`src/rtl/core/vafp_pkg.sv`:
```
// Shared types, constants and elaboration-time functions for the vertex angle pipeline.
package vafp_pkg;

   localparam int XW           = 64;  // arm vector component width inside the datapath
   localparam int ZW           = 40;  // angle accumulator width, degrees Q28
   localparam int ZFRAC        = 28;
   localparam int CORDIC_STEPS = 40;
   localparam int NORM_TOP     = 60;  // normalized magnitude lands in [2^59, 2^60)
   localparam int NORM_STAGES  = 6;   // shifts of 32, 16, 8, 4, 2, 1

   localparam logic [63:0] DEG_PER_RAD_Q56 = 64'd4128596020240314161;

   typedef logic signed [XW-1:0] xy_type;
   typedef logic signed [ZW-1:0] zang_type;

   localparam zang_type HALF_TURN = zang_type'(180) <<< ZFRAC;

   typedef struct packed {
      xy_type   x;
      xy_type   y;
      zang_type z;
   } lane_type;

   typedef struct packed {
      lane_type u;
      lane_type w;
      logic     degen;
   } pipe_type;

   // shift-subtract divide, used only on constants
   function automatic logic [63:0] udiv64(input logic [63:0] n, input logic [63:0] d);
      logic [63:0] q;
      logic [64:0] r;
      q = '0;
      r = '0;
      for (int b = 63; b >= 0; b--) begin
         r = {r[63:0], n[b]};
         if (r >= {1'b0, d}) begin
            r    = r - {1'b0, d};
            q[b] = 1'b1;
         end
      end
      return q;
   endfunction

   // atan(2^-i) in degrees, Q28, from the arctangent series
   function automatic zang_type step_angle(input int i);
      logic signed [63:0] sum;
      logic [63:0]        t;
      int                 k;
      sum = '0;
      if (i == 0) begin
         return zang_type'(45) <<< ZFRAC;
      end
      for (k = 0; i * (2 * k + 1) <= 63; k++) begin
         t = udiv64(DEG_PER_RAD_Q56 >> (i * (2 * k + 1)), 64'(2 * k + 1));
         if (k[0]) begin
            sum = sum - signed'(t);
         end else begin
            sum = sum + signed'(t);
         end
      end
      return zang_type'((sum + (64'sd1 <<< 27)) >>> 28);
   endfunction

endpackage

```
`src/rtl/core/vafp_turn_stage.sv`:
```
// Half-turn pre-rotation: left half-plane vectors are mirrored and start at 180 degrees.
module vafp_turn_stage
   import vafp_pkg::*;
(
   input  logic     clock,
   input  logic     reset,
   input  logic     en,
   input  logic     valid_in,
   input  pipe_type stage_data,
   output logic     valid_ff,
   output pipe_type data_ff
);

   pipe_type data_in;

   function automatic lane_type turn(input lane_type a);
      lane_type r;
      r = a;
      if (a.x[XW-1]) begin
         r.x = -a.x;
         r.y = -a.y;
         r.z = HALF_TURN;
      end else begin
         r.z = '0;
      end
      return r;
   endfunction

   always_comb begin
      data_in   = stage_data;
      data_in.u = turn(stage_data.u);
      data_in.w = turn(stage_data.w);
   end

   always_ff @(posedge clock) begin
      if (reset) begin
         valid_ff <= 1'b0;
      end else if (en) begin
         valid_ff <= valid_in;
      end
   end

   always_ff @(posedge clock) begin
      if (en) begin
         data_ff <= data_in;
      end
   end

endmodule

```
`config.mk`:
```
export PLATFORM = sky130hd
export DESIGN_NAME = vafp_turn_stage
export DESIGN_NICKNAME = d
export VERILOG_FILES = /design/src/rtl/core/vafp_pkg.sv /design/src/rtl/core/vafp_turn_stage.sv
export SDC_FILE = /design/constraint.sdc
export NUM_CORES = 1
export LEC_CHECK = 0
export BUFFER_PORTS_ARGS = -buffer_cell sky130_fd_sc_hd__clkbuf_2
export CORE_AREA = 4 4 265 267
export DETAILED_ROUTE_END_ITERATION = 12
export DIE_AREA = 0 0 269 271
export PLACE_DENSITY = 0.45
export SKIP_LAST_GASP = 1
export SLEW_MARGIN = 10
export SYNTH_ARGS = -nofsm -noshare
export SYNTH_HDL_FRONTEND = slang
export SYNTH_SLANG_ARGS = --single-unit
```
`constraint.sdc`:
```
create_clock -name clock -period 4.3 [get_ports clock]
set_input_delay 0.86 -clock clock [delete_from_list [all_inputs] [get_ports clock]]
set_output_delay 0.86 -clock clock [all_outputs]
set_load 0.03 [all_outputs]
```
### Yosys cells after proc, flatten, opt, wreduce, memory -nomap -nowiden

Index checks and enable logic that the tools add are counted.

* add/sub/neg operators: 4
* mux-type cells: 4

Operator list (count)
* $neg 64->64: 4
* $mux 127: 2
* $mux 36: 2

* flip-flop bits (word level): 338
* input port bits: 341
* output and inout port bits: 338

### Depth between registers and ports, before layout

* word-level depth: 2
* gate-level depth with buffers: 8

### Worst setup path after synthesis

OpenSTA, ideal clock, no wires.

* path kind: in2reg
* start point: in stage_data[244] (netlist bit)
* end point: reg data_ff[260] (netlist bit), data pin
* library setup time: 0.263 ns
* arrival time: 2.693 ns
* slack: 1.345 ns
* cell stages on the path: 7
* path through: or4_4 or2_4 or3_1 buf_6 buf_6 o41ai_2 xnor2_1

RTL lines
* start: declaration: line vafp_turn_stage.sv:9 `input pipe_type stage_data,`
* end signal: assignment: line vafp_turn_stage.sv:45 `data_ff <= data_in;`
* end: declaration: line vafp_turn_stage.sv:11 `output pipe_type data_ff`

==> impl_summary.log <==
[metrics] register clock-pin slew on the reported worst setup and hold paths: 60 ps
[metrics] postcts setup bufs: 0
[metrics] boundary pin count: 679
[metrics] largest net degree at the start of global routing: 101
[metrics] arrival time at the worst endpoint: 3380 ps
[metrics] most frequent standard cell in the layout excluding fill and tap cells: clkbuf_2
[metrics] start point of the worst min-delay path: reset
[metrics] leading register cell type out of synthesis: edfxtp_1
[metrics] Worst slew margin: 0.395
[metrics] standard-cell row count: 96
[metrics] area of the placeable core: 68,100 sq um
[metrics] routability congestion estimate: 0.838
[metrics] hold-fix buffer count after cts: 0
[metrics] number of global-route vias before repair: 11,667
[metrics] remaining global-route overflow: 0
[metrics] TritonCTS clock tree: built
[metrics] H-tree level count: 2
[metrics] number of nets with antenna violations after detailed routing: 0
[metrics] most used cells in the layout excluding fill and tap cells: clkbuf_2 (523), edfxtp_1 (259), xnor2_1 (245)
[metrics] highest net fanout along the worst path: 11
[metrics] RSZ-0062 raised after global routing: no
[metrics] final core area utilization: 0.274
[metrics] placed cell count: 2,529
[metrics] detailed placer's ending HPWL: 40,200 um
[metrics] first-pass iteration count of the detailed router: 5
[metrics] Cell Area, Synth: 14,100 sq um
[metrics] Hold Vio Cnt, Final: 0
[metrics] smallest hold slack: 499 ps
[metrics] Chip Height: 271 um
[metrics] worst voltage drop across the vdd grid: 204 uV
[metrics] FF-to-FF Start: valid_ff$_SDFFE_PP0P_
[metrics] reported max-cap violation count: 0
[metrics] distinct cell type count of the synthesized netlist: 48
[metrics] global-route usage over all layers: 0.131
[metrics] Clock Power Share: 0.360
[metrics] number of sinks driven by the clock tree: 260
[metrics] endpoints failing setup: 0
[metrics] routed via count divided by cell count: 4.43
[metrics] switching component of the power: 2.36 mW
[metrics] number of synthesized register bits: 260
[metrics] internal power: 5.19 mW
[metrics] overall die area: 72,900 sq um
[metrics] width of the die: 269 um
[metrics] Final Total Pwr: 7.55 mW
[metrics] Period Utilization, post-route: 0.727
[metrics] Sw Share: 0.313
[metrics] combinational power share: 0.215
[metrics] final worst clock skew: 0 ps
[metrics] wire length of the first global-routing pass: 73,300 um
[metrics] post-cts gate resize count: 0
[metrics] initial standard-cell utilization of the core: 0.208
[metrics] Port Buffers: 526
[metrics] Synth-to-Final Area Change: 32.1%
[metrics] relative contribution of sequential cells to total power: 0.425
[metrics] aggregate routed wire length: 50,800 um
[metrics] cell at the root of the clock tree: clkbuf_16
[metrics] Initial DRC Count: 589
[metrics] biggest area consumer among synthesized cells: edfxtp_1
[metrics] Post-Layout Cell Count: 2,588
[metrics] number of standard cells after synthesis: 1,145
[metrics] Sum Neg Setup Slack: 0 ps
[metrics] max-slew violation count: 0
[metrics] FILL cells: 7,219
[metrics] ys async rst share: 0
[metrics] number of antenna violations at the first check in global routing: 1
[metrics] Worst Tran Pin Value: 907 ps
[metrics] Post-route DRC: 0
[metrics] post-layout min period: 3130 ps
[metrics] Worst-Skew Late Latency: 510 ps
[metrics] average footprint of a synthesized cell: 12.4 sq um
[metrics] portion of the post-synthesis area used by sequential elements: 0.551
[metrics] type of element launching the critical path: input port
[metrics] worst setup path startpoint: stage_data[130]
[metrics] category of the critical setup timing path: input port to flop
[metrics] share of the synthesized area in the top cell type: 0.550
[metrics] Wirelength per Cell: 19.6 um
[metrics] number of CTS-inserted buffers: 34
[metrics] Clock Path Buffers: 3
[metrics] count of flip-flops with a built-in enable after synthesis: 259
[metrics] vias after detailed routing: 11,460
[metrics] data required time of the worst path: 4560 ps
[metrics] path category of the worst min-delay check: input port to flop
[metrics] nets: 2,028
[metrics] cell types with the largest area share after synthesis: edfxtp_1 (55%), xnor2_1 (15%), o31ai_1 (4.6%)
[metrics] category of the worst setup path capture point: flop
[metrics] achievable clock frequency: 320 MHz
[metrics] Yosys Warn Count: 0
[metrics] leakage power: 6.89 nW
[metrics] share of post-route cells with drive strength above 1: 0.371
[metrics] run status: finished clean
[metrics] power density over the cells: 404 nW/um^2
[registers in the layout, indices dropped and copies added, names as in the netlist]
signal	cells
valid_ff	1
data_ff	259
[cell usage after synthesis (2+ instances only)]
| library cell | number |
|---|---|
| clkbuf_1 | 29 |
| nor3_1 | 13 |
| or4b_1 | 2 |
| nand2b_1 | 9 |
| or3_1 | 42 |
| nor4_2 | 4 |
| nor4b_1 | 2 |
| buf_1 | 9 |
| nand2_1 | 63 |
| nor3_2 | 2 |
| nand3_1 | 20 |
| nor2_1 | 25 |
| or4_1 | 52 |
| nor4_1 | 16 |
| ha_1 | 4 |
| nand3b_1 | 2 |
| nor4_4 | 2 |
| edfxtp_1 | 259 |
| buf_4 | 78 |
| buf_6 | 2 |
| o41ai_1 | 49 |
| buf_2 | 3 |
| or4_4 | 5 |
| or2_2 | 8 |
| inv_1 | 10 |
| o21ai_0 | 66 |
| o31ai_1 | 87 |
| or4b_2 | 2 |
| nand4_1 | 11 |
| xnor2_1 | 245 |
| o41ai_2 | 7 |
[worst paths after layout]
check,cells past startpoint,to,slack [ps]
worst max-delay path,6,data_ff[159]$_DFFE_PP_,1170
worst min-delay path,2,valid_ff$_SDFFE_PP0P_,500
worst max register to register,2,valid_ff$_SDFFE_PP0P_,3710
worst min register to register,2,valid_ff$_SDFFE_PP0P_,510
[metal layers]
metal,vias to the layer above,wire length [um],GRT usage
li1,5333,-,-
met1,5535,19100,0.146
met2,523,25100,0.234
met3,67,5410,0.0507
met4,2,1160,0.0330
met5,-,12,0
[metrics by stage]
step	area, sq um	worst slack (ps)
after global routing	18700	1040
after global placement	17700	632
after CTS	18700	1230
final	18700	1170
after detailed placement	17700	647
after floorplan	14400	1340
[critical path: stages]
cell      delay [ps]
clkbuf_2         110
or4_1            590
nor4b_2          540
nand4_1          620
o41ai_1          540
xnor2_1          110
[layout make-up]
cell class,count,area [sq um],area share
Tap cell,882,1100,0.0591
Antenna cell,1,2.50,0.000134
Multi-Input combinational cell,825,5810,0.311
Clock buffer,41,898,0.0481
Clock inverter,17,133,0.00710
Inverter,10,37.5,0.00201
Timing Repair Buffer,552,2910,0.155
Sequential cell,260,7800,0.417
[power groups by stage]
stage	combinational (mW)	sequential, mW	clock [mW]
global placement	1.63	3.26	0
floorplan	0.489	3.78	0
CTS	1.64	3.21	2.82
global route	1.73	3.23	2.92
detailed placement	1.64	3.26	0
finish	1.62	3.21	2.72
[cells by family (layout without fill, tap and decap cells)]
| family | Yosys count | in the layout | synth area share |
|---|---|---|---|
| AOI/OAI and AO/OA | 211 | 211 | 0.109 |
| xor gates and xnor gates | 246 | 246 | 0.152 |
| adders and majority gates | 4 | 4 | 0.00354 |
| buffers and inverters | 131 | 620 | 0.0568 |
| DFF | 260 | 260 | 0.551 |
| muxes | 1 | 1 | 0.000708 |
| other | 1 | 73 | 0.000265 |
| and+or+nand+nor | 291 | 291 | 0.126 |
(Power assumes the default switching activity.)
