### src/rtl/core/vafp_pkg.sv
// Shared types, constants and elaboration-time functions for the vertex angle pipeline.
package vafp_pkg;

   localparam int XW           = 64;  // arm vector component width inside the datapath
   localparam int ZW           = 40;  // angle accumulator width, degrees Q28
   localparam int ZFRAC        = 28;
   localparam int CORDIC_STEPS = 40;
   localparam int NORM_TOP     = 60;  // normalized magnitude lands in [2^59, 2^60)
   localparam int NORM_STAGES  = 6;   // shifts of 32, 16, 8, 4, 2, 1

   localparam logic [63:0] DEG_PER_RAD_Q56 = 64'd4128596020240314161;

   typedef logic signed [XW-1:0] xy_type;
   typedef logic signed [ZW-1:0] zang_type;

   localparam zang_type HALF_TURN = zang_type'(180) <<< ZFRAC;

   typedef struct packed {
      xy_type   x;
      xy_type   y;
      zang_type z;
   } lane_type;

   typedef struct packed {
      lane_type u;
      lane_type w;
      logic     degen;
   } pipe_type;

   // shift-subtract divide, used only on constants
   function automatic logic [63:0] udiv64(input logic [63:0] n, input logic [63:0] d);
      logic [63:0] q;
      logic [64:0] r;
      q = '0;
      r = '0;
      for (int b = 63; b >= 0; b--) begin
         r = {r[63:0], n[b]};
         if (r >= {1'b0, d}) begin
            r    = r - {1'b0, d};
            q[b] = 1'b1;
         end
      end
      return q;
   endfunction

   // atan(2^-i) in degrees, Q28, from the arctangent series
   function automatic zang_type step_angle(input int i);
      logic signed [63:0] sum;
      logic [63:0]        t;
      int                 k;
      sum = '0;
      if (i == 0) begin
         return zang_type'(45) <<< ZFRAC;
      end
      for (k = 0; i * (2 * k + 1) <= 63; k++) begin
         t = udiv64(DEG_PER_RAD_Q56 >> (i * (2 * k + 1)), 64'(2 * k + 1));
         if (k[0]) begin
            sum = sum - signed'(t);
         end else begin
            sum = sum + signed'(t);
         end
      end
      return zang_type'((sum + (64'sd1 <<< 27)) >>> 28);
   endfunction

endpackage

### src/rtl/core/vafp_norm_stage.sv
// One step of the left-shift normalizer applied to both arm vectors.
module vafp_norm_stage
   import vafp_pkg::*;
#(
   parameter int SHIFT = 32
) (
   input  logic     clock,
   input  logic     reset,
   input  logic     en,
   input  logic     valid_in,
   input  pipe_type stage_data,
   output logic     valid_ff,
   output pipe_type data_ff
);

   pipe_type data_in;

   function automatic lane_type norm(input lane_type a);
      xy_type   ax;
      xy_type   ay;
      lane_type r;
      ax = a.x[XW-1] ? -a.x : a.x;
      ay = a.y[XW-1] ? -a.y : a.y;
      r  = a;
      if (((ax | ay) >> (NORM_TOP - SHIFT)) == '0) begin
         r.x = a.x <<< SHIFT;
         r.y = a.y <<< SHIFT;
      end
      return r;
   endfunction

   always_comb begin
      data_in       = stage_data;
      data_in.u     = norm(stage_data.u);
      data_in.w     = norm(stage_data.w);
   end

   always_ff @(posedge clock) begin
      if (reset) begin
         valid_ff <= 1'b0;
      end else if (en) begin
         valid_ff <= valid_in;
      end
   end

   always_ff @(posedge clock) begin
      if (en) begin
         data_ff <= data_in;
      end
   end

endmodule

### config.mk
export PLATFORM = sky130hd
export DESIGN_NAME = vafp_norm_stage
export DESIGN_NICKNAME = d
export VERILOG_FILES = /design/src/rtl/core/vafp_pkg.sv /design/src/rtl/core/vafp_norm_stage.sv
export SDC_FILE = /design/constraint.sdc
export NUM_CORES = 1
export LEC_CHECK = 0
export BUFFER_PORTS_ARGS = -buffer_cell sky130_fd_sc_hd__clkbuf_2
export CAP_MARGIN = 40
export CORE_AREA = 4 4 264 266
export CTS_CLUSTER_SIZE = 10
export DETAILED_ROUTE_END_ITERATION = 8
export DIE_AREA = 0 0 268 270
export GPL_ROUTABILITY_DRIVEN = 1
export GPL_TIMING_DRIVEN = 0
export HOLD_SLACK_MARGIN = 0.12
export PLACE_DENSITY = 0.53
export SLEW_MARGIN = 30
export SYNTH_ARGS = -nofsm -noshare
export SYNTH_HDL_FRONTEND = slang
export SYNTH_SLANG_ARGS = --single-unit
### constraint.sdc
create_clock -name clock -period 6.65 [get_ports clock]
set_clock_uncertainty 0.15 [all_clocks]
set_input_delay 1.33 -clock clock [delete_from_list [all_inputs] [get_ports clock]]
set_output_delay 1.33 -clock clock [all_outputs]
set_load 0.005 [all_outputs]
### Word-level counts from Yosys, hierarchy flattened

Index checks and enable logic that the tools add are counted.

| storage, ports and cells | value |
|---|---|
| output and inout port bits | 338 |
| logic and storage cells | 26 |
| register bits after elaboration | 338 |

| operators by class | value |
|---|---|
| reductions and logical operators | 2 |
| bitwise gates (word level) | 2 |
| multiplexer cells | 6 |
| $add $sub $neg | 4 |

Operators by type and width:

| cell | count |
|---|---|
| 2-to-1 mux 128 bit | 2 |
| 2-to-1 mux 64 bit | 4 |
| negator 64 bit | 4 |
| zero test 64 bit | 2 |
| OR 64 bit | 2 |

### Logic depth before layout (Yosys ltp)

| logic depth | value |
|---|---|
| depth in word-level cells | 5 |
| gate-level depth with buffers | 14 |
| gate-level depth less buffers | 10 |

### Worst setup path before layout

OpenSTA, ideal clock, no wires.

| timing path | value |
|---|---|
| path type | input -> register |
| start point | input stage_data[244] in the netlist's numbering |
| end point | register data_ff[261] in the netlist's numbering (data pin) |
| buffers on the path | 3 |
| stages | 13 |
| slack | 1.092 ns |
| arrival | 5.147 ns |
| path through | buf_2 -> or4_4 -> or4_4 -> nor3_4 -> nand2_1 -> or4_4 -> a311oi_1 -> nand4_1 -> or4_1 -> or4_4 -> buf_6 -> buf_6 -> mux2_4 |

RTL lines:

| element | line | source |
|---|---|---|
| start: declaration | vafp_norm_stage.sv:11 | `input pipe_type stage_data,` |
| end signal: assignment | vafp_norm_stage.sv:48 | `data_ff <= data_in;` |
| end: declaration | vafp_norm_stage.sv:13 | `output pipe_type data_ff` |

==> impl_metrics.prom <==
# TYPE chip_impl_metric gauge
chip_impl_info{name="run_status",value="finished, final reports clean"} 1
chip_impl_metric{name="synth.yosys.warnings",unit=""} 0
chip_impl_metric{name="post_cts_buffers",unit=""} 0
chip_impl_metric{name="hpwlAfterDp",unit="mm"} 62.38
chip_impl_metric{name="floorplan.io_pins",unit=""} 679
chip_impl_metric{name="post_cts_gate_resize_count",unit=""} 0
chip_impl_metric{name="postRouteWirelength",unit="mm"} 78.46
chip_impl_info{name="criticalPathCategory",value="input port to flip-flop"} 1
chip_impl_metric{name="finalSetupViolations",unit=""} 0
chip_impl_metric{name="post_route_ant_nets",unit=""} 0
chip_impl_metric{name="initialDrtViolationCount",unit=""} 1450
chip_impl_metric{name="fillers",unit=""} 6872
chip_impl_metric{name="initial_core_util",unit="%"} 25.95
chip_impl_metric{name="report.final.hold_viol_count",unit=""} 0
chip_impl_metric{name="grt_start_max_net_pins",unit=""} 85
chip_impl_metric{name="synth.net_count",unit=""} 1794
chip_impl_metric{name="gr-total-overflow",unit=""} 0
chip_impl_metric{name="dp.cells",unit=""} 2973
chip_impl_metric{name="core_area",unit="µm²"} 67040
chip_impl_metric{name="grt_pass1_vias",unit=""} 16540
chip_impl_metric{name="ff2ff_setup_slack",unit="ps"} 5920
chip_impl_metric{name="vias",unit=""} 16170
chip_impl_info{name="holdCritPathClass",value="flip-flop to flip-flop"} 1
chip_impl_metric{name="worstPathRequired",unit="ps"} 6800
chip_impl_metric{name="netlist_area",unit="µm²"} 17400
chip_impl_metric{name="cts_num_sinks",unit=""} 338
chip_impl_metric{name="post_synth.cell_area_avg",unit="µm²"} 11.97
chip_impl_metric{name="clock_insertion_delay_worst_skew",unit="ps"} 550
chip_impl_info{name="critical_path.endpoint_type",value="flip-flop"} 1
chip_impl_info{name="dominantRegCellSynth",value="edfxtp_1"} 1
chip_impl_metric{name="drv.max_cap_violation_count",unit=""} 0
chip_impl_metric{name="ir_worst_vdd",unit="µV"} 153.0
chip_impl_metric{name="seq_area_frac_synth",unit="%"} 58.28
chip_impl_metric{name="synth.top_cell.area_share",unit="%"} 58.17
chip_impl_metric{name="synthesis.instances",unit=""} 1453
chip_impl_metric{name="placement.cell_area",unit="µm²"} 21860
chip_impl_metric{name="numCtsBuffers",unit=""} 42
chip_impl_metric{name="die_x",unit="µm"} 268
chip_impl_metric{name="timing.final.crit_share",unit="%"} 95.23
chip_impl_metric{name="wl_per_cell",unit="µm"} 25.80
chip_impl_metric{name="final_layout_size_suffix_gt1_share",unit="%"} 39.29
chip_impl_metric{name="arrival",unit="ps"} 6480
chip_impl_metric{name="via_per_inst",unit=""} 5.317
chip_impl_metric{name="timing.critical_path.fanout_max",unit=""} 10
chip_impl_metric{name="clkTransAtPathRegs",unit="ps"} 60
chip_impl_metric{name="syn2layout_area_growth",unit="%"} 32.88
chip_impl_metric{name="largest_buffer_count_on_any_clock_path",unit=""} 3
chip_impl_metric{name="timing.slew.headroom",unit="%"} 42.87
chip_impl_metric{name="ys_types",unit=""} 78
chip_impl_info{name="synthDominantAreaCellType",value="edfxtp_1"} 1
chip_impl_metric{name="core.rowCount",unit=""} 95
chip_impl_metric{name="stdcell_count",unit=""} 3041
chip_impl_metric{name="worstMarginPinSlew",unit="ps"} 849.1
chip_impl_info{name="worst_setup_path_start_kind",value="input port"} 1
chip_impl_metric{name="route.detailed.drc",unit=""} 0
chip_impl_metric{name="leakage_power_figure",unit="nW"} 8.965
chip_impl_info{name="worst_setup_path_endpoint",value="data_ff[163]$_DFFE_PP_"} 1
chip_impl_info{name="rsz0062_at_grt",value="no"} 1
chip_impl_metric{name="cellPowerDensity",unit="nW/µm²"} 234.5
chip_impl_metric{name="ys_ff_latch",unit=""} 338
chip_impl_info{name="worstReg2RegEnd",value="valid_ff$_SDFFE_PP0P_"} 1
chip_impl_info{name="startpoint",value="stage_data[143]"} 1
chip_impl_info{name="cts_root_buffer",value="clkbuf_16"} 1
chip_impl_metric{name="final-max-slew-violation-count",unit=""} 0
chip_impl_metric{name="max_clock_freq",unit="MHz"} 157.9
chip_impl_metric{name="reg2regPathDepth",unit=""} 2
chip_impl_info{name="critical_path.reg2reg.startpoint",value="valid_ff$_SDFFE_PP0P_"} 1
chip_impl_metric{name="async_flop_share",unit="%"} 0
chip_impl_metric{name="portBuffers",unit=""} 642
chip_impl_metric{name="grt_first_pass_wirelength",unit="mm"} 112.1
chip_impl_metric{name="holdBufCountCts",unit=""} 0
chip_impl_metric{name="grt.total_usage",unit="%"} 20.53
chip_impl_metric{name="grt_antenna_before_repair",unit=""} 5
chip_impl_info{name="cell_types_occupying_the_most_area_after_synthesis",value="edfxtp_1 58%, mux2_2 5.0%, mux2_4 3.1%, nor4_1 2.9%, and2_1 2.4%"} 1
chip_impl_metric{name="design.final.nets",unit=""} 2486
chip_impl_metric{name="floorplan.die_area",unit="µm²"} 72360
chip_impl_metric{name="place.gp.congestion",unit=""} 0.9543
chip_impl_info{name="tritoncts",value="built"} 1
chip_impl_metric{name="period_needed",unit="ps"} 6332
chip_impl_metric{name="fin_area",unit="µm²"} 23120
chip_impl_metric{name="detail_route.first_pass.iterations",unit=""} 7
chip_impl_metric{name="cts-htree-levels",unit=""} 2
chip_impl_metric{name="synth_edf_count",unit=""} 337
chip_impl_metric{name="dieHeight",unit="µm"} 270
==> cell usage after synthesis (8+ instances only) <==
library cell	number
edfxtp_1	337
nor2_1	98
clkbuf_1	83
nor4_1	81
mux2_2	78
and2_1	67
nor2b_1	65
nor3_1	65
nand2_1	61
a21oi_1	56
mux2_4	36
nand3_1	34
a31oi_1	29
inv_1	28
o21ai_0	28
or4_1	27
nand4_1	26
or3_1	20
a311oi_1	13
a211oi_1	12
and3_1	12
o22ai_1	12
buf_2	10
o31ai_1	10
a41oi_1	8
o211ai_1	8
o221ai_1	8
==> cells by family after synthesis <==
group	Yosys count	synth area share (%)
AND/OR/NAND/NOR	609	19.86
flip-flops	338	58.28
AO/OA/AOI/OAI	251	10.03
buffers and inverters	132	3.179
multiplexers	120	8.501
XOR/XNOR	3	0.1511
==> cell type report <==
| cell class | instances | area, µm² | area share [%] |
|---|---|---|---|
| inverter | 30 | 112.6 | 0.4871 |
| multi-input combinational | 983 | 6743 | 29.17 |
| buffer | 102 | 440.4 | 1.905 |
| tap | 873 | 1092 | 4.725 |
| timing repair buffer | 648 | 3341 | 14.45 |
| clock buffer | 57 | 1137 | 4.920 |
| clock inverter | 8 | 107.6 | 0.4654 |
| antenna | 2 | 5.005 | 0.02165 |
| sequential | 338 | 10140 | 43.86 |
==> report_power, final <==
| part | internal, W | switching (W) |
|---|---|---|
| Combinational | 0.000285 | 0.000439 |
| Clock | 0.00123 | 0.000880 |
| Sequential | 0.00253 | 0.0000481 |
| Total | 0.00405 | 0.00137 |
==> critical path, cell delays in order <==
cell      delay, ps
clkbuf_1        190
or4_1           640
or4_1           630
nor4_2          380
and2_0          180
clkbuf_1        270
a211oi_1        140
a311oi_1        310
nand4_1         150
or4_1           570
nor4_2          380
buf_2           410
buf_2           460
mux2_2          430
==> metrics by stage <==
step           hold slack, ps  util (%)  power (W)  TNS (ps)  setup slack, ps
6_report                347.0     34.48   0.005421         0            317.5
3_3_place_gp            340.1     32.37   0.003365   -512310            -1665
5_1_grt                 377.2     34.48   0.005648         0            162.1
2_1_floorplan           335.0         -   0.002835         0             1092
3_5_place_dp            334.7     32.61   0.003349     -3018           -210.5
4_1_cts                 348.5     34.47   0.005496         0            394.8
==> sequential cells by signal (all words and copies together), names as in the netlist <==
| signal | cells |
|---|---|
| valid_ff | 1 |
| data_ff | 337 |
==> per-layer routing <==
layer / wire, µm / vias to the layer above / track usage, % / part of all wire [%]
met1: 28190 / 7933 / 22.82 / 36
met4: 3433 / 6 / 8.339 / 4.4
met3: 6836 / 194 / 5.430 / 8.7
met2: 39970 / 919 / 37.02 / 51
li1: - / 7118 / - / -
met5: 39 / - / 0 / 0.050
==> cells in the final DEF, fill, tap and decap left out, types with 7 or more instances in the layout <==
master     netlist  final
a211oi_1        12     12
a21oi_1         56     56
a221oi_1         7      7
a311oi_1        13     13
a31oi_1         29     29
a41oi_1          8      8
and2_1          67     67
and3_1          12     12
and4_1           7      7
buf_2           10     10
clkbuf_1        83     95
clkbuf_16        0     42
clkbuf_2         0    642
edfxtp_1       337    337
inv_1           28     28
mux2_2          78     78
mux2_4          36     36
nand2_1         61     61
nand3_1         34     34
nand3b_1         7      7
nand4_1         26     26
nor2_1          98     98
nor2b_1         65     65
nor3_1          65     65
nor4_1          81     75
nor4_2           2      8
o2111ai_1        7      7
o211ai_1         8      8
o21ai_0         28     28
o221ai_1         8      8
o22ai_1         12     12
o31ai_1         10     10
or3_1           20     20
or4_1           27     27
==> worst min path at each step <==
stage	start	endpoint	slack [ps]	cells after the start
detailed placement	valid_ff$_SDFFE_PP0P_	valid_ff$_SDFFE_PP0P_	330	2
global placement	valid_ff$_SDFFE_PP0P_	valid_ff$_SDFFE_PP0P_	340	2
floorplan	valid_ff$_SDFFE_PP0P_	valid_ff$_SDFFE_PP0P_	330	2
global route	valid_ff$_SDFFE_PP0P_	valid_ff$_SDFFE_PP0P_	380	2
finish	valid_ff$_SDFFE_PP0P_	valid_ff$_SDFFE_PP0P_	350	2
CTS	valid_ff$_SDFFE_PP0P_	valid_ff$_SDFFE_PP0P_	350	2
No activity file was read; power rests on OpenSTA's default activity.
