## config.mk

```make
export PLATFORM = sky130hd
export DESIGN_NAME = vafp_angle_out
export DESIGN_NICKNAME = d
export VERILOG_FILES = /design/src/rtl/core/vafp_pkg.sv /design/src/rtl/core/vafp_angle_out.sv
export SDC_FILE = /design/constraint.sdc
export NUM_CORES = 1
export LEC_CHECK = 0
export ABC_AREA = 0
export BUFFER_PORTS_ARGS = -buffer_cell sky130_fd_sc_hd__buf_4
export CAP_MARGIN = 20
export CORE_AREA = 2 2 141 143
export DETAILED_ROUTE_END_ITERATION = 16
export DIE_AREA = 0 0 143 145
export GPL_ROUTABILITY_DRIVEN = 0
export PLACE_DENSITY_LB_ADDON = 0.12
export SETUP_SLACK_MARGIN = 0.2
export SLEW_MARGIN = 5
export SYNTH_ARGS = -nofsm -noshare
export SYNTH_HDL_FRONTEND = slang
export SYNTH_SLANG_ARGS = --single-unit
```

## constraint.sdc

```tcl
create_clock -name clock -period 12.57 [get_ports clock]
set_input_delay 2.514 -clock clock [delete_from_list [all_inputs] [get_ports clock]]
set_output_delay 2.514 -clock clock [all_outputs]
set_load 0.05 [all_outputs]
```

## src/rtl/core/vafp_pkg.sv

```systemverilog
// Shared types, constants and elaboration-time functions for the vertex angle pipeline.
package vafp_pkg;

   localparam int XW           = 64;  // arm vector component width inside the datapath
   localparam int ZW           = 40;  // angle accumulator width, degrees Q28
   localparam int ZFRAC        = 28;
   localparam int CORDIC_STEPS = 40;
   localparam int NORM_TOP     = 60;  // normalized magnitude lands in [2^59, 2^60)
   localparam int NORM_STAGES  = 6;   // shifts of 32, 16, 8, 4, 2, 1

   localparam logic [63:0] DEG_PER_RAD_Q56 = 64'd4128596020240314161;

   typedef logic signed [XW-1:0] xy_type;
   typedef logic signed [ZW-1:0] zang_type;

   localparam zang_type HALF_TURN = zang_type'(180) <<< ZFRAC;

   typedef struct packed {
      xy_type   x;
      xy_type   y;
      zang_type z;
   } lane_type;

   typedef struct packed {
      lane_type u;
      lane_type w;
      logic     degen;
   } pipe_type;

   // shift-subtract divide, used only on constants
   function automatic logic [63:0] udiv64(input logic [63:0] n, input logic [63:0] d);
      logic [63:0] q;
      logic [64:0] r;
      q = '0;
      r = '0;
      for (int b = 63; b >= 0; b--) begin
         r = {r[63:0], n[b]};
         if (r >= {1'b0, d}) begin
            r    = r - {1'b0, d};
            q[b] = 1'b1;
         end
      end
      return q;
   endfunction

   // atan(2^-i) in degrees, Q28, from the arctangent series
   function automatic zang_type step_angle(input int i);
      logic signed [63:0] sum;
      logic [63:0]        t;
      int                 k;
      sum = '0;
      if (i == 0) begin
         return zang_type'(45) <<< ZFRAC;
      end
      for (k = 0; i * (2 * k + 1) <= 63; k++) begin
         t = udiv64(DEG_PER_RAD_Q56 >> (i * (2 * k + 1)), 64'(2 * k + 1));
         if (k[0]) begin
            sum = sum - signed'(t);
         end else begin
            sum = sum + signed'(t);
         end
      end
      return zang_type'((sum + (64'sd1 <<< 27)) >>> 28);
   endfunction

endpackage

```

## src/rtl/core/vafp_angle_out.sv

```systemverilog
// Angle difference folding, rounding and the response register.
module vafp_angle_out
   import vafp_pkg::*;
#(
   parameter int ANGLE_FRAC_BITS = 16
) (
   input  logic                         clock,
   input  logic                         reset,
   input  logic                         en,
   input  logic                         valid_in,
   input  pipe_type                     data_in,
   output logic                         rsp_valid,
   output logic [ANGLE_FRAC_BITS+7:0]   rsp_angle_deg,
   output logic                         rsp_degenerate
);

   localparam int       OUT_W = ANGLE_FRAC_BITS + 8;
   localparam int       SH    = ZFRAC - ANGLE_FRAC_BITS;
   localparam zang_type RND   = zang_type'(1) <<< (SH - 1);
   localparam zang_type TOP   = zang_type'(180) <<< ANGLE_FRAC_BITS;

   logic     fold_valid_ff;
   zang_type fold_ff;
   zang_type fold_in;
   logic     fold_degen_ff;
   zang_type diff;
   zang_type mag;
   zang_type rnd;
   zang_type lim;

   always_comb begin
      diff = data_in.u.z - data_in.w.z;
      mag  = diff[ZW-1] ? -diff : diff;
      if (mag > HALF_TURN) begin
         mag = (HALF_TURN <<< 1) - mag;
      end
      fold_in = mag;
      if (mag[ZW-1]) begin
         fold_in = '0;
      end else if (mag > HALF_TURN) begin
         fold_in = HALF_TURN;
      end
   end

   always_comb begin
      rnd = (fold_ff + RND) >>> SH;
      lim = (rnd > TOP) ? TOP : rnd;
   end

   always_ff @(posedge clock) begin
      if (reset) begin
         fold_valid_ff <= 1'b0;
         rsp_valid     <= 1'b0;
      end else if (en) begin
         fold_valid_ff <= valid_in;
         rsp_valid     <= fold_valid_ff;
      end
   end

   always_ff @(posedge clock) begin
      if (en) begin
         fold_ff        <= fold_in;
         fold_degen_ff  <= data_in.degen;
         rsp_degenerate <= fold_degen_ff;
         rsp_angle_deg  <= fold_degen_ff ? '0 : lim[OUT_W-1:0];
      end
   end

endmodule

```

# Word level (Yosys, flattened, before mapping)
# Cells that the tools add are included.
[classes] add_sub_neg=4 mul=0 div=0 order_cmp=3 eq_ne=0 shift=0 muxes=4 bitwise_logic=0 n_reduce_logical=2
[ops] cell="$gt 40x37->1 const B" n=2
[ops] cell="$mux 40" n=2
[ops] cell="$add 40x13->40 const B" n=1
[ops] cell="$neg 40->40" n=1
[ops] cell="$sub 38x40->40 const A" n=1
[ops] cell="$sub 40x40->40" n=1
[ops] cell="$mux 36" n=1
[ops] cell="$gt 28x25->1 const B" n=1
[ops] cell="$mux 24" n=1
[ops] cell="$reduce_or 2->1" n=2
[word_totals] register_bits=68 latch_bits=0 ramBits=0 mem_bits_ro=0 input_bits=341 elab_cells=21 memories=0

# Logic depth before layout (Yosys ltp)
# Gate-level depths: netlist of the first run.
[logic_depth] ltp_word=7 ltp_mapped=21

# Least setup slack after synthesis of the first run
# OpenSTA, ideal clock, no wires.
[synth_timing] kind="in2reg" start="in data_in[169] in the netlist's numbering" end="reg fold_ff[11] (data pin)" setup_time_ps=147 arrival_time_ps=6674 t_required_ps=12423 slack_ps=5749 path_stages=18 path_cell_list="inv_1 -> ha_1 -> fa_1 -> nor2b_1 -> o31a_1 -> o21ai_2 -> o311ai_0 -> nor3_1 -> or3_4 -> nor4_4 -> and3_1 -> a31oi_1 -> xor2_1 -> o2111a_1 -> and4b_1 -> buf_6 -> or4_1 -> a21oi_1"
[synth_between] elab_chain_len=7 word_cells_on_any_way=8 cone_classes="add/sub (3); order compare (2); mux (2); reduce/logical (1)"
[synth_rtl] item="start, declared" line="vafp_angle_out.sv:11" text="input pipe_type data_in,"
[synth_rtl] item="$sub 40x40->40 *" line="vafp_angle_out.sv:32" text="diff = data_in.u.z - data_in.w.z;"
[synth_rtl] item="$neg 40->40" line="vafp_angle_out.sv:33" text="mag = diff[ZW-1] ? -diff : diff;"
[synth_rtl] item="$mux 40 *" line="vafp_angle_out.sv:33"
[synth_rtl] item="$sub 38x40->40 / $gt 40x37->1 (equally long branches)" line="vafp_angle_out.sv:35, vafp_angle_out.sv:34"
[synth_rtl] item="$mux 40 *" line="vafp_angle_out.sv:34" text="if (mag > HALF_TURN) begin"
[synth_rtl] item="$gt 40x37->1" line="vafp_angle_out.sv:40" text="end else if (mag > HALF_TURN) begin"
[synth_rtl] item="$reduce_or 2->1 (no source line)"
[synth_rtl] item="end signal, assigned" line="vafp_angle_out.sv:62" text="fold_ff <= fold_in;"
[synth_rtl] item="end, declared" line="vafp_angle_out.sv:23" text="zang_type fold_ff;"
# Mark *: on every way between the ends. The rest lies on a longest branch, timed or not.
# A chain may end at the register's enable or synchronous reset.

# Worst setup path after layout of the first run
[layout_timing] start="in data_in[7] in the netlist's numbering" end="reg fold_ff[19] (data pin)"
# The elaborated chain is that of the path after synthesis.

==> results of run 1 <==
[synthesized netlist by cell type, drive strengths merged, types with 8 or more instances]
library cell and count:
nor2 95, a21oi 84, nand2 80, o21ai 62, edfxtp 54, inv 53, nor3 48, nand3 42
ha 41, xnor2 38, xor2 38, clkbuf 33, and3 26, nor4 25, nand4 22, a211oi 19
a21o 19, buf 19, o211ai 18, and2 15, o31ai 14, a31oi 13, or3 13, o21a 11
mux2i 10, nor2b 9, and4 8, nand2b 8, o311ai 8, or2 8
[per-layer routing]
metal  share of wire (%)  track usage (%)  routed length (um)
met2                  44             31.7                9540
met3                 3.6             1.12                 770
met4                0.99             3.51                 212
met5                   0                0                   0
met1                  51             31.4               11000
[registers in the layout, indices dropped and copies added, names as in the netlist]
register / count
fold_ff: 28
rsp_valid: 1
fold_valid_ff: 1
fold_degen_ff: 1
rsp_angle_deg: 24
rsp_degenerate: 1
[logic make-up (layout without fill, tap and decap cells)]
group,count (synthesis),after routing,share of synthesized area [%]
XOR/XNOR,76,76,8.53
other,1,3,0.0475
multiplexers,16,16,2.13
buffers and inverters,105,173,5.58
AND/OR/NAND/NOR,423,423,28.2
adder cells (fa/ha/maj),42,42,6.76
AO/OA/AOI/OAI,316,316,27.7
flip-flops,56,56,21.1
[path summary, 6_finish.rpt]
check / start / depth (start not counted) / endpoint
setup / recovery: data_in[7] / 16 / fold_ff[19]$_SDFFCE_PP0P_
hold / removal: rsp_valid$_SDFFE_PP0P_ / 2 / rsp_valid$_SDFFE_PP0P_
hold reg to reg: rsp_valid$_SDFFE_PP0P_ / 2 / rsp_valid$_SDFFE_PP0P_
setup reg to reg: fold_ff[14]$_SDFFCE_PP0P_ / 14 / rsp_angle_deg[8]$_SDFFCE_PP0P_
[layout make-up]
| type | count | area share [%] |
|---|---|---|
| well taps | 265 | 3.69 |
| clock buffers | 5 | 1.39 |
| multi-input cells | 876 | 64.6 |
| inverters | 53 | 2.22 |
| flip-flops and latches | 56 | 18.5 |
| repair buffers | 112 | 9.37 |
| clock inverters | 3 | 0.195 |
[power by group]
| group | internal, mW | total (mW) | switching (mW) | leakage (nW) |
|---|---|---|---|---|
| clock | 0.0736 | 0.136 | 0.0628 | 0.0716 |
| combinational | 0.206 | 0.529 | 0.323 | 2.90 |
| sequential | 0.234 | 0.261 | 0.0264 | 0.557 |
| total | 0.514 | 0.927 | 0.413 | 3.53 |
[worst register-to-register path, cell delays in order (launching register included)]
cell                       delay [ns]
sky130_fd_sc_hd__edfxtp_1        0.47
sky130_fd_sc_hd__nand3_1         0.26
sky130_fd_sc_hd__nor4_1          0.67
sky130_fd_sc_hd__nand3_1         0.30
sky130_fd_sc_hd__nor2_1          0.32
sky130_fd_sc_hd__nand2_1         0.11
sky130_fd_sc_hd__xor2_1          0.18
sky130_fd_sc_hd__a41oi_1         0.23
sky130_fd_sc_hd__o21ai_0         0.10
sky130_fd_sc_hd__o21ai_0         0.15
sky130_fd_sc_hd__a31oi_1         0.11
sky130_fd_sc_hd__o21ai_0         0.17
sky130_fd_sc_hd__o21ai_0         0.21
sky130_fd_sc_hd__nand2b_1        0.60
sky130_fd_sc_hd__nor2_1          0.12
==> out/results.ini, run 1 <==
[status]
outcome=finished clean

[layout]
final_core_util_pct=46.7
final_area_um2=8970
multiInputGateArea_um2=5800
n_fill_cell=1976
numnets_final=1487
most_common_library_cell_in_the_layout_ignoring_fill_and_taps=sky130_fd_sc_hd__buf_4
finalNonFillerCells=1370
drive_above_1_share_pct=14.7
insertedDiodeCount=0
final-seq-area_um2=1660
layout_common_cells=sky130_fd_sc_hd__buf_4, sky130_fd_sc_hd__nor2_1, sky130_fd_sc_hd__a21oi_1
synthToLayoutAreaGrowth_pct=13.8

[sta]
finalCriticalPeriod_ns=8.10
finalClockSkew_ns=0.00650
worst_slew_margin_rel_pct=38.7
max_freq_mhz=123
holdWs_ns=0.523
tightest_slew_ns=0.919
hold_viol=0
rsz0062_at_grt=no
final_max_slew_viol_count=0
fin_crit_sh_pct=64.4
setup_viol=0
fin_ws_ns=4.47
setup_tns_ns=0

[power_and_ir_drop]
power.density_nw_per_um2=103
total_leakage_power_nw=3.53
irDropWorstVdd_v=0.0000631
design_power_total_mw=0.927

[hold_path]
hp-class=flip-flop to flip-flop

[setup_path]
worstSetupStartpointType=input port
worst_setup_slack_for_register_to_register_paths_ns=8.32
cp-end-kind=flip-flop
crit_buf_inv=2
path_class=input port to flip-flop
critical_path_arrival_ns=8.19
crit_path_max_incr_delay_ns=0.70
maximum_net_fanout_on_the_critical_path=26
crit_slowest_cell=sky130_fd_sc_hd__o41ai_1
critPathMostFrequentCell=sky130_fd_sc_hd__a21oi_1
crit_family=compound AO/OA/AOI/OAI gates
worstPathRequired_ns=12.66
worstPathCellList=buf_4 > inv_1 > ha_1 > a21oi_1 > o21ai_0 > o2111ai_1 > a21oi_1 > o21ai_1 > mux2_2 > o41ai_1 > nand4b_1 > a2111oi_2 > a41oi_1 > o21bai_1 > nand2_1 > a311oi_1

[synthesis]
synth_top_area_share_pct=20.6
post_synth_main_area_contributors=sky130_fd_sc_hd__edfxtp_1, sky130_fd_sc_hd__ha_1, sky130_fd_sc_hd__a21oi_1, sky130_fd_sc_hd__nor2_1, sky130_fd_sc_hd__xor2_1
number_of_enable_type_register_cells_in_the_synthesized_netlist=54
unique_masters_post_synth=94
synth_top_flop_cell=sky130_fd_sc_hd__edfxtp_1
post_synth_instance_area_um2=7890
synth-seq-area-share_pct=21.1
yosys.area.top_type=sky130_fd_sc_hd__edfxtp_1
synth-async-reset-ratio_pct=0
synth_area_per_cell_um2=7.62
postSynthCellCount=1035
yosys_warnings=0
number_of_flip_flops_and_latches_in_the_synthesized_netlist=56

[cts]
tritoncts.num_buffers=5
insertion_delay_ns=0.30
postCtsSetupRepairBufs=0
cts.hold.buffers_added=0
cts_buffer_depth=2
cts.sinks=56
path_clk_slew_ns=0.07
tritoncts=built
htree_num_levels=2
ctsRootBufferMaster=sky130_fd_sc_hd__clkbuf_16
post_cts_resize_count=0

[flow_run]
cap_violations=0

[grt]
globalRoute.totalOverflow=0
global_route_wire_length_before_repair_um=35000
grtUsageTotal_pct=20.4
via_count_of_the_first_global_routing_pass=6903
antenna_found_initial=0
largest_net_degree_at_the_start_of_global_routing=57

[placement]
buffer_ports.inserted=110
dpl_cell_area_um2=8830
pre_cts_slack_ns=4.13
hpwl_um=17500
placedCellCount=1362

[route]
remaining_drc_errors=0
wl_per_cell_um=15.7
drt-vias-per-instance=5.68
detailed_routing_iterations_pass_1=5
drt.antenna.violating_nets=0
vias=7787
detail_route.wirelength_um=21500
detailedRoute.firstIterationViolations=405

[die]
ios=367
row_count=51
fp.coreArea_um2=19200
initial_core_utilization_pct=41.1
die_area_um2=20700
floorplan.die.width_um=143
die_h_um=145

(Power assumes the default switching activity.)
==> inputs of run 2 (changes only) <==
--- a/config.mk
+++ b/config.mk
@@ -8,9 +8,9 @@
 export ABC_AREA = 0
 export BUFFER_PORTS_ARGS = -buffer_cell sky130_fd_sc_hd__buf_4
 export CAP_MARGIN = 20
-export CORE_AREA = 2 2 141 143
+export CORE_AREA = 2 2 142 144
 export DETAILED_ROUTE_END_ITERATION = 16
-export DIE_AREA = 0 0 143 145
+export DIE_AREA = 0 0 144 146
 export GPL_ROUTABILITY_DRIVEN = 0
 export PLACE_DENSITY_LB_ADDON = 0.12
 export SETUP_SLACK_MARGIN = 0.2
==> constraint.sdc (replaced) <==
create_clock -name clock -period 8.3 [get_ports clock]
set_input_delay 1.66 -clock clock [delete_from_list [all_inputs] [get_ports clock]]
set_output_delay 1.66 -clock clock [all_outputs]
set_load 0.05 [all_outputs]
==> run 2 against run 1 <==
Effect of this change:
- register-to-register slack worse by 4.2 ns
- non-clock buffer count up 5
- die area up 1.4%
- clock power up 53%
- clock skew down 0.0033 ns
- flip-flop and latch count unchanged
- combinational power up 53%
- final cell count up 0.36%
- sequential share of layout area down 0.080 points
- critical path depth up 1
- worst setup slack worse by 3.3 ns
- largest power group unchanged
==> out/results.ini, run 2 (synthesis results as in run 1) <==
[cts]
post_cts_resize_count=0  ; unchanged
postCtsSetupRepairBufs=0  ; unchanged
htree_num_levels=2  ; unchanged
path_clk_slew_ns=0.07  ; about the same
ctsRootBufferMaster=sky130_fd_sc_hd__clkbuf_16  ; unchanged
cts.sinks=56  ; unchanged
tritoncts=built  ; unchanged
tritoncts.num_buffers=5  ; unchanged
insertion_delay_ns=0.30  ; about the same
cts.hold.buffers_added=0  ; unchanged
cts_buffer_depth=2  ; unchanged

[route]
drt-vias-per-instance=5.62  ; was 5.68
detailedRoute.firstIterationViolations=427  ; was 405
wl_per_cell_um=15.9  ; was 15.7 um
remaining_drc_errors=0  ; unchanged
vias=7732  ; was 7,787
detail_route.wirelength_um=21800  ; was 21,500 um
drt.antenna.violating_nets=0  ; unchanged
detailed_routing_iterations_pass_1=6  ; was 5

[setup_path]
maximum_net_fanout_on_the_critical_path=28  ; was 26
critical_path_arrival_ns=7.25  ; was 8.19 ns
path_class=input port to flip-flop  ; unchanged
worstPathRequired_ns=8.44  ; was 12.66 ns
cp-end-kind=flip-flop  ; unchanged
worstSetupStartpointType=input port  ; unchanged

[grt]
grt_use_met3_pct=1.25  ; was 1.12%
global_route_wire_length_before_repair_um=36100  ; was 35,000 um
grtUsageTotal_pct=20.9  ; was 20.4%
grt.met2_usage_pct=32.2  ; was 31.7%
largest_net_degree_at_the_start_of_global_routing=57  ; unchanged
grt_util_met1_pct=32.0  ; was 31.4%
antenna_found_initial=0  ; unchanged
via_count_of_the_first_global_routing_pass=7147  ; was 6,903
globalRoute.totalOverflow=0  ; unchanged
global_route.peak_usage_layer=met2  ; unchanged

[sta]
fin_crit_sh_pct=85.7
finalCriticalPeriod_ns=7.11
holdWs_ns=0.515  ; was 0.523 ns
max_freq_mhz=141
setup_viol=0  ; unchanged
tightest_slew_ns=0.918  ; was 0.919 ns
final_max_slew_viol_count=0  ; unchanged
worst_slew_margin_rel_pct=38.7  ; about the same
setup_tns_ns=0  ; unchanged
finalClockSkew_ns=0.00316  ; was 0.00650 ns
hold_viol=0  ; unchanged
rsz0062_at_grt=no  ; unchanged

[flow_run]
cap_violations=0  ; unchanged

[placement]
hpwl_um=17700  ; was 17,500 um
buffer_ports.inserted=110  ; unchanged
placedCellCount=1367  ; was 1,362

[status]
outcome=finished clean  ; unchanged

[power_and_ir_drop]
irDropWorstVdd_v=0.0000916  ; was 0.0000631 V
power.density_nw_per_um2=157  ; was 103 nW/um2
total_leakage_power_nw=3.55  ; was 3.53 nW

[layout]
final_core_util_pct=46.6  ; was 46.7%
layout_common_cells=sky130_fd_sc_hd__buf_4, sky130_fd_sc_hd__nor2_1, sky130_fd_sc_hd__a21oi_1  ; unchanged
insertedDiodeCount=0  ; unchanged
synthToLayoutAreaGrowth_pct=14.2  ; was 13.8%
finalNonFillerCells=1375  ; was 1,370
drive_above_1_share_pct=15.1  ; was 14.7%
biggestRegsByFlops=fold_ff x28, rsp_angle_deg x24  ; unchanged
top_register=fold_ff  ; unchanged
largest_reg_flops=28  ; unchanged
most_common_library_cell_in_the_layout_ignoring_fill_and_taps=sky130_fd_sc_hd__buf_4  ; unchanged
numnets_final=1492  ; was 1,487

[die]
floorplan.die.width_um=144  ; was 143 um
die_h_um=146  ; was 145 um
row_count=51  ; unchanged
fp.coreArea_um2=19300  ; was 19,200 um2
die_area_um2=21000  ; was 20,700 um2
initial_core_utilization_pct=40.8  ; was 41.1%
ios=367  ; unchanged

[hold_path]
hp-class=flip-flop to flip-flop  ; unchanged

## run 2: final timing paths
check                            startpoint                             end  slack [ns]  depth (start not counted)
setup reg to reg  fold_ff[14]$_SDFFCE_PP0P_  rsp_angle_deg[1]$_SDFFCE_PP0P_        4.12                         14
setup / recovery                 data_in[1]       fold_ff[34]$_SDFFCE_PP0P_        1.19                         17
hold reg to reg      rsp_valid$_SDFFE_PP0P_          rsp_valid$_SDFFE_PP0P_        0.51                          2
hold / removal       rsp_valid$_SDFFE_PP0P_          rsp_valid$_SDFFE_PP0P_        0.51                          2
## run 2: where the power goes
group	switching (mW)	internal, mW	leakage (nW)
registers	0.0398	0.355	0.557
clock network	0.0963	0.111	0.0736
logic	0.495	0.316	2.92
total	0.631	0.783	3.55
## run 2: layout make-up
type	instances	area, um2
timing repair buffer	117	878
inverter	53	199
sequential	56	1660
clock buffer	5	125
clock inverter	3	18.8
tap	265	332
fill	2011	10300
multi-input combinational	876	5800
## run 2: per-stage QoR
stage                     area [um2]  setup slack (ns)  total power, mW
after global placement          8870              1.01             1.20
after CTS                       9010              1.28             1.41
after detailed placement        8870             0.980             1.20
final                           9010              1.19             1.41
after floorplan                 7900              2.33             1.01
after global routing            9010             0.731             1.53
## run 2: critical path, cell delays in order
cell	delay (ns)
sky130_fd_sc_hd__buf_4	0.11
sky130_fd_sc_hd__ha_1	0.22
sky130_fd_sc_hd__fa_1	0.45
sky130_fd_sc_hd__nor2b_1	0.27
sky130_fd_sc_hd__o31a_1	0.28
sky130_fd_sc_hd__o21ai_4	0.13
sky130_fd_sc_hd__o21a_1	0.18
sky130_fd_sc_hd__o211ai_1	0.50
sky130_fd_sc_hd__nand3_1	0.51
sky130_fd_sc_hd__nor4_2	0.65
sky130_fd_sc_hd__and3_1	0.29
sky130_fd_sc_hd__a41oi_1	0.14
sky130_fd_sc_hd__xor2_1	0.35
sky130_fd_sc_hd__o2111a_1	0.25
sky130_fd_sc_hd__and4b_1	0.49
sky130_fd_sc_hd__or4_1	0.59
sky130_fd_sc_hd__a21oi_1	0.18
## run 2: per-layer routing
layer / part of all wire, % / up-vias
met3: 3.4 / 15
met2: 44 / 155
met5: 0 / -
li1: - / 4059
met4: 1.5 / 0
met1: 51 / 3503
==> inputs of run 3 (changes only) <==
--- a/config.mk
+++ b/config.mk
@@ -8,9 +8,11 @@
 export ABC_AREA = 0
 export BUFFER_PORTS_ARGS = -buffer_cell sky130_fd_sc_hd__buf_4
 export CAP_MARGIN = 20
-export CORE_AREA = 2 2 142 144
+export CELL_PAD_IN_SITES_DETAIL_PLACEMENT = 0
+export CELL_PAD_IN_SITES_GLOBAL_PLACEMENT = 2
+export CORE_MARGIN = 2
+export CORE_UTILIZATION = 23
 export DETAILED_ROUTE_END_ITERATION = 16
-export DIE_AREA = 0 0 144 146
 export GPL_ROUTABILITY_DRIVEN = 0
 export PLACE_DENSITY_LB_ADDON = 0.12
 export SETUP_SLACK_MARGIN = 0.2
==> constraint.sdc (replaced) <==
create_clock -name clock -period 6.1 [get_ports clock]
set_input_delay 1.22 -clock clock [delete_from_list [all_inputs] [get_ports clock]]
set_output_delay 1.22 -clock clock [all_outputs]
set_load 0.05 [all_outputs]
==> run 3 against run 2 <==
Effect of this change:
- worst setup slack got worse by 0.72 ns
- sequential power increased by 34%
- power increased by 61%
- first-iteration DRC count decreased by 16%
- hold slack got worse by 0.012 ns
- flip-flop and latch count unchanged
- final area increased by 21%
- critical path depth increased by 4
- via count increased by 7.7%
- utilization decreased by 14 points
==> out/results.ini, run 3 (synthesis results as in run 1) <==
[power_and_ir_drop]
power.combinational.fraction_pct=65.1  ; was 57.4%
irDropWorstVdd_v=0.000100  ; was 0.0000916 V
switchingPower_mw=0.943  ; was 0.631 mW
switching_share_pct=41.5  ; was 44.6%
power_frac_seq_pct=23.4  ; was 27.9%
clkPwrFrac_pct=11.5  ; was 14.7%
cellInternalPower_mw=1.33  ; was 0.783 mW
total_leakage_power_nw=4.56  ; was 3.55 nW
power.density_nw_per_um2=208  ; was 157 nW/um2

[layout]
synthToLayoutAreaGrowth_pct=38.7  ; was 14.2%
largest_reg_flops=28  ; unchanged
biggestRegsByFlops=fold_ff x28, rsp_angle_deg x24  ; unchanged
drive_above_1_share_pct=29.3  ; was 15.1%
finalNonFillerCells=1755  ; was 1,375
numnets_final=1689  ; was 1,492
insertedDiodeCount=0  ; unchanged
top_register=fold_ff  ; unchanged
most_common_library_cell_in_the_layout_ignoring_fill_and_taps=sky130_fd_sc_hd__buf_4  ; unchanged
layout_common_cells=sky130_fd_sc_hd__buf_4, sky130_fd_sc_hd__nor2_1, sky130_fd_sc_hd__nand2_1  ; was sky130_fd_sc_hd__buf_4, sky130_fd_sc_hd__nor2_1, sky130_fd_sc_hd__a21oi_1
n_fill_cell=3648  ; was 2,011

[grt]
global_route_wire_length_before_repair_um=41300  ; was 36,100 um
antenna_found_initial=0  ; unchanged
grt.met2_usage_pct=23.4  ; was 32.2%
grt_use_met3_pct=0.556  ; was 1.25%
grtUsageTotal_pct=13.8  ; was 20.9%
global_route.peak_usage_layer=met2  ; unchanged
globalRoute.totalOverflow=0  ; unchanged
largest_net_degree_at_the_start_of_global_routing=57  ; unchanged
grt_util_met1_pct=19.7  ; was 32.0%
via_count_of_the_first_global_routing_pass=8062  ; was 7,147

[route]
remaining_drc_errors=0  ; unchanged
vias=8326  ; was 7,732
detailed_routing_iterations_pass_1=4  ; was 6
detail_route.wirelength_um=25100  ; was 21,800 um
drt.antenna.violating_nets=0  ; unchanged
drt-vias-per-instance=4.74  ; was 5.62
detailedRoute.firstIterationViolations=358  ; was 427
wl_per_cell_um=14.3  ; was 15.9 um

[setup_path]
path_class=input port to flip-flop  ; unchanged
worstReg2RegStart=fold_ff[14]$_SDFFCE_PP0P_  ; unchanged
critical_path_arrival_ns=5.77  ; was 7.25 ns
maximum_net_fanout_on_the_critical_path=20  ; was 28
worstSetupStartpoint=data_in[3]  ; was data_in[1]
cp-end-kind=flip-flop  ; unchanged
worstPathRequired_ns=6.25  ; was 8.44 ns
worstSetupStartpointType=input port  ; unchanged

[sta]
setup_viol=0  ; unchanged
hold_viol=0  ; unchanged
finalClockSkew_ns=0.00361  ; was 0.00316 ns
tightest_slew_ns=0.814  ; was 0.918 ns
finalCriticalPeriod_ns=5.63
rsz0062_at_grt=no  ; unchanged
max_freq_mhz=178
worst_slew_margin_rel_pct=45.2  ; was 38.7%
setup_tns_ns=0  ; unchanged
fin_crit_sh_pct=92.2
final_max_slew_viol_count=0  ; unchanged

[die]
fp.coreArea_um2=33600  ; was 19,300 um2
die_h_um=189  ; was 146 um
row_count=67  ; was 51
ios=367  ; unchanged
floorplan.die.width_um=189  ; was 144 um
initial_core_utilization_pct=23.5  ; was 40.8%
die_area_um2=35800  ; was 21,000 um2

[cts]
cts.sinks=56  ; unchanged
htree_num_levels=2  ; unchanged
ctsRootBufferMaster=sky130_fd_sc_hd__clkbuf_16  ; unchanged
tritoncts=built  ; unchanged
tritoncts.num_buffers=5  ; unchanged
cts_buffer_depth=2  ; unchanged
path_clk_slew_ns=0.06  ; was 0.07 ns
insertion_delay_ns=0.28  ; was 0.30 ns

[placement]
buffer_ports.inserted=110  ; unchanged
hpwl_um=21300  ; was 17,700 um
placedCellCount=1737  ; was 1,367

[status]
outcome=finished clean  ; unchanged

[hold_path]
hp-class=flip-flop to flip-flop  ; unchanged
worstHoldStart=fold_valid_ff$_SDFFE_PP0P_  ; was rsp_valid$_SDFFE_PP0P_

[flow_run]
cap_violations=0  ; unchanged

run 3: cell count changes in the layout (fill, tap and decap cells not counted), sizes merged:
cell	change
buf	+197
clkbuf	+2
clkinv	-2
run 3: path summary, 6_finish.rpt:
check | to | slack, ns | cells past startpoint
worst max-delay path | fold_ff[11]$_SDFFCE_PP0P_ | 0.47 | 21
worst min-delay path | fold_valid_ff$_SDFFE_PP0P_ | 0.50 | 2
worst max register to register | rsp_angle_deg[5]$_SDFFCE_PP0P_ | 1.88 | 14
worst min register to register | fold_valid_ff$_SDFFE_PP0P_ | 0.50 | 2
run 3: final cells by class:
type / instances / area [um2] / share of cell area (%)
clock inverter: 1 / 3.75 / 0.0343
tap: 448 / 561 / 5.12
clock buffer: 7 / 133 / 1.21
timing repair buffer: 314 / 2440 / 22.3
multi-input combinational: 876 / 5940 / 54.3
sequential: 56 / 1660 / 15.2
inverter: 53 / 199 / 1.82
run 3: metrics by stage:
step	worst slack [ns]	cell area (um2)	hold WS (ns)	total power [mW]	util, %
2_1_floorplan	0.573	7900	0.460	1.38	-
3_3_place_gp	-0.162	10600	0.477	1.98	31.5
3_5_place_dp	-0.202	10600	0.492	1.99	31.5
4_1_cts	0.233	10700	0.507	2.26	31.9
5_1_grt	0.183	10900	0.525	2.48	32.6
6_report	0.474	10900	0.502	2.27	32.6
run 3: critical path, cell delays in order:
cell,delay (ns)
sky130_fd_sc_hd__buf_4,0.10
sky130_fd_sc_hd__inv_1,0.11
sky130_fd_sc_hd__ha_1,0.27
sky130_fd_sc_hd__nor2b_2,0.18
sky130_fd_sc_hd__o31a_1,0.30
sky130_fd_sc_hd__buf_4,0.17
sky130_fd_sc_hd__o21ai_4,0.19
sky130_fd_sc_hd__o21ai_4,0.13
sky130_fd_sc_hd__a2111o_1,0.42
sky130_fd_sc_hd__a21o_1,0.25
sky130_fd_sc_hd__a2111oi_4,0.30
sky130_fd_sc_hd__buf_4,0.19
sky130_fd_sc_hd__nand2_1,0.10
sky130_fd_sc_hd__buf_4,0.18
sky130_fd_sc_hd__nor4_4,0.31
sky130_fd_sc_hd__or4_1,0.16
sky130_fd_sc_hd__nand3_1,0.09
sky130_fd_sc_hd__and4b_1,0.23
sky130_fd_sc_hd__buf_12,0.16
sky130_fd_sc_hd__or4_1,0.52
sky130_fd_sc_hd__a21oi_2,0.15
run 3: per-layer routing:
| layer | vias up | wire length [um] | part of all wire (%) |
|---|---|---|---|
| met5 | - | 0 | 0 |
| met4 | 0 | 191 | 0.76 |
| met3 | 10 | 607 | 2.4 |
| met2 | 132 | 11500 | 46 |
| met1 | 3723 | 12700 | 51 |
| li1 | 4461 | - | - |
run 3: timing repair:
action	in CTS	in global routing
hold buffers	0	0
gates resized for setup	2	25
setup endpoints to repair	21	25
setup buffers	0	10
pin swaps	3	13
run 3: power groups by stage:
stage                     Combinational [mW]  Sequential (mW)  Clock, mW
after floorplan                        0.825            0.553          0
after global placement                  1.44            0.541          0
after detailed placement                1.45            0.539          0
after CTS                               1.45            0.531      0.274
after global routing                    1.65            0.540      0.287
final                                   1.48            0.531      0.262
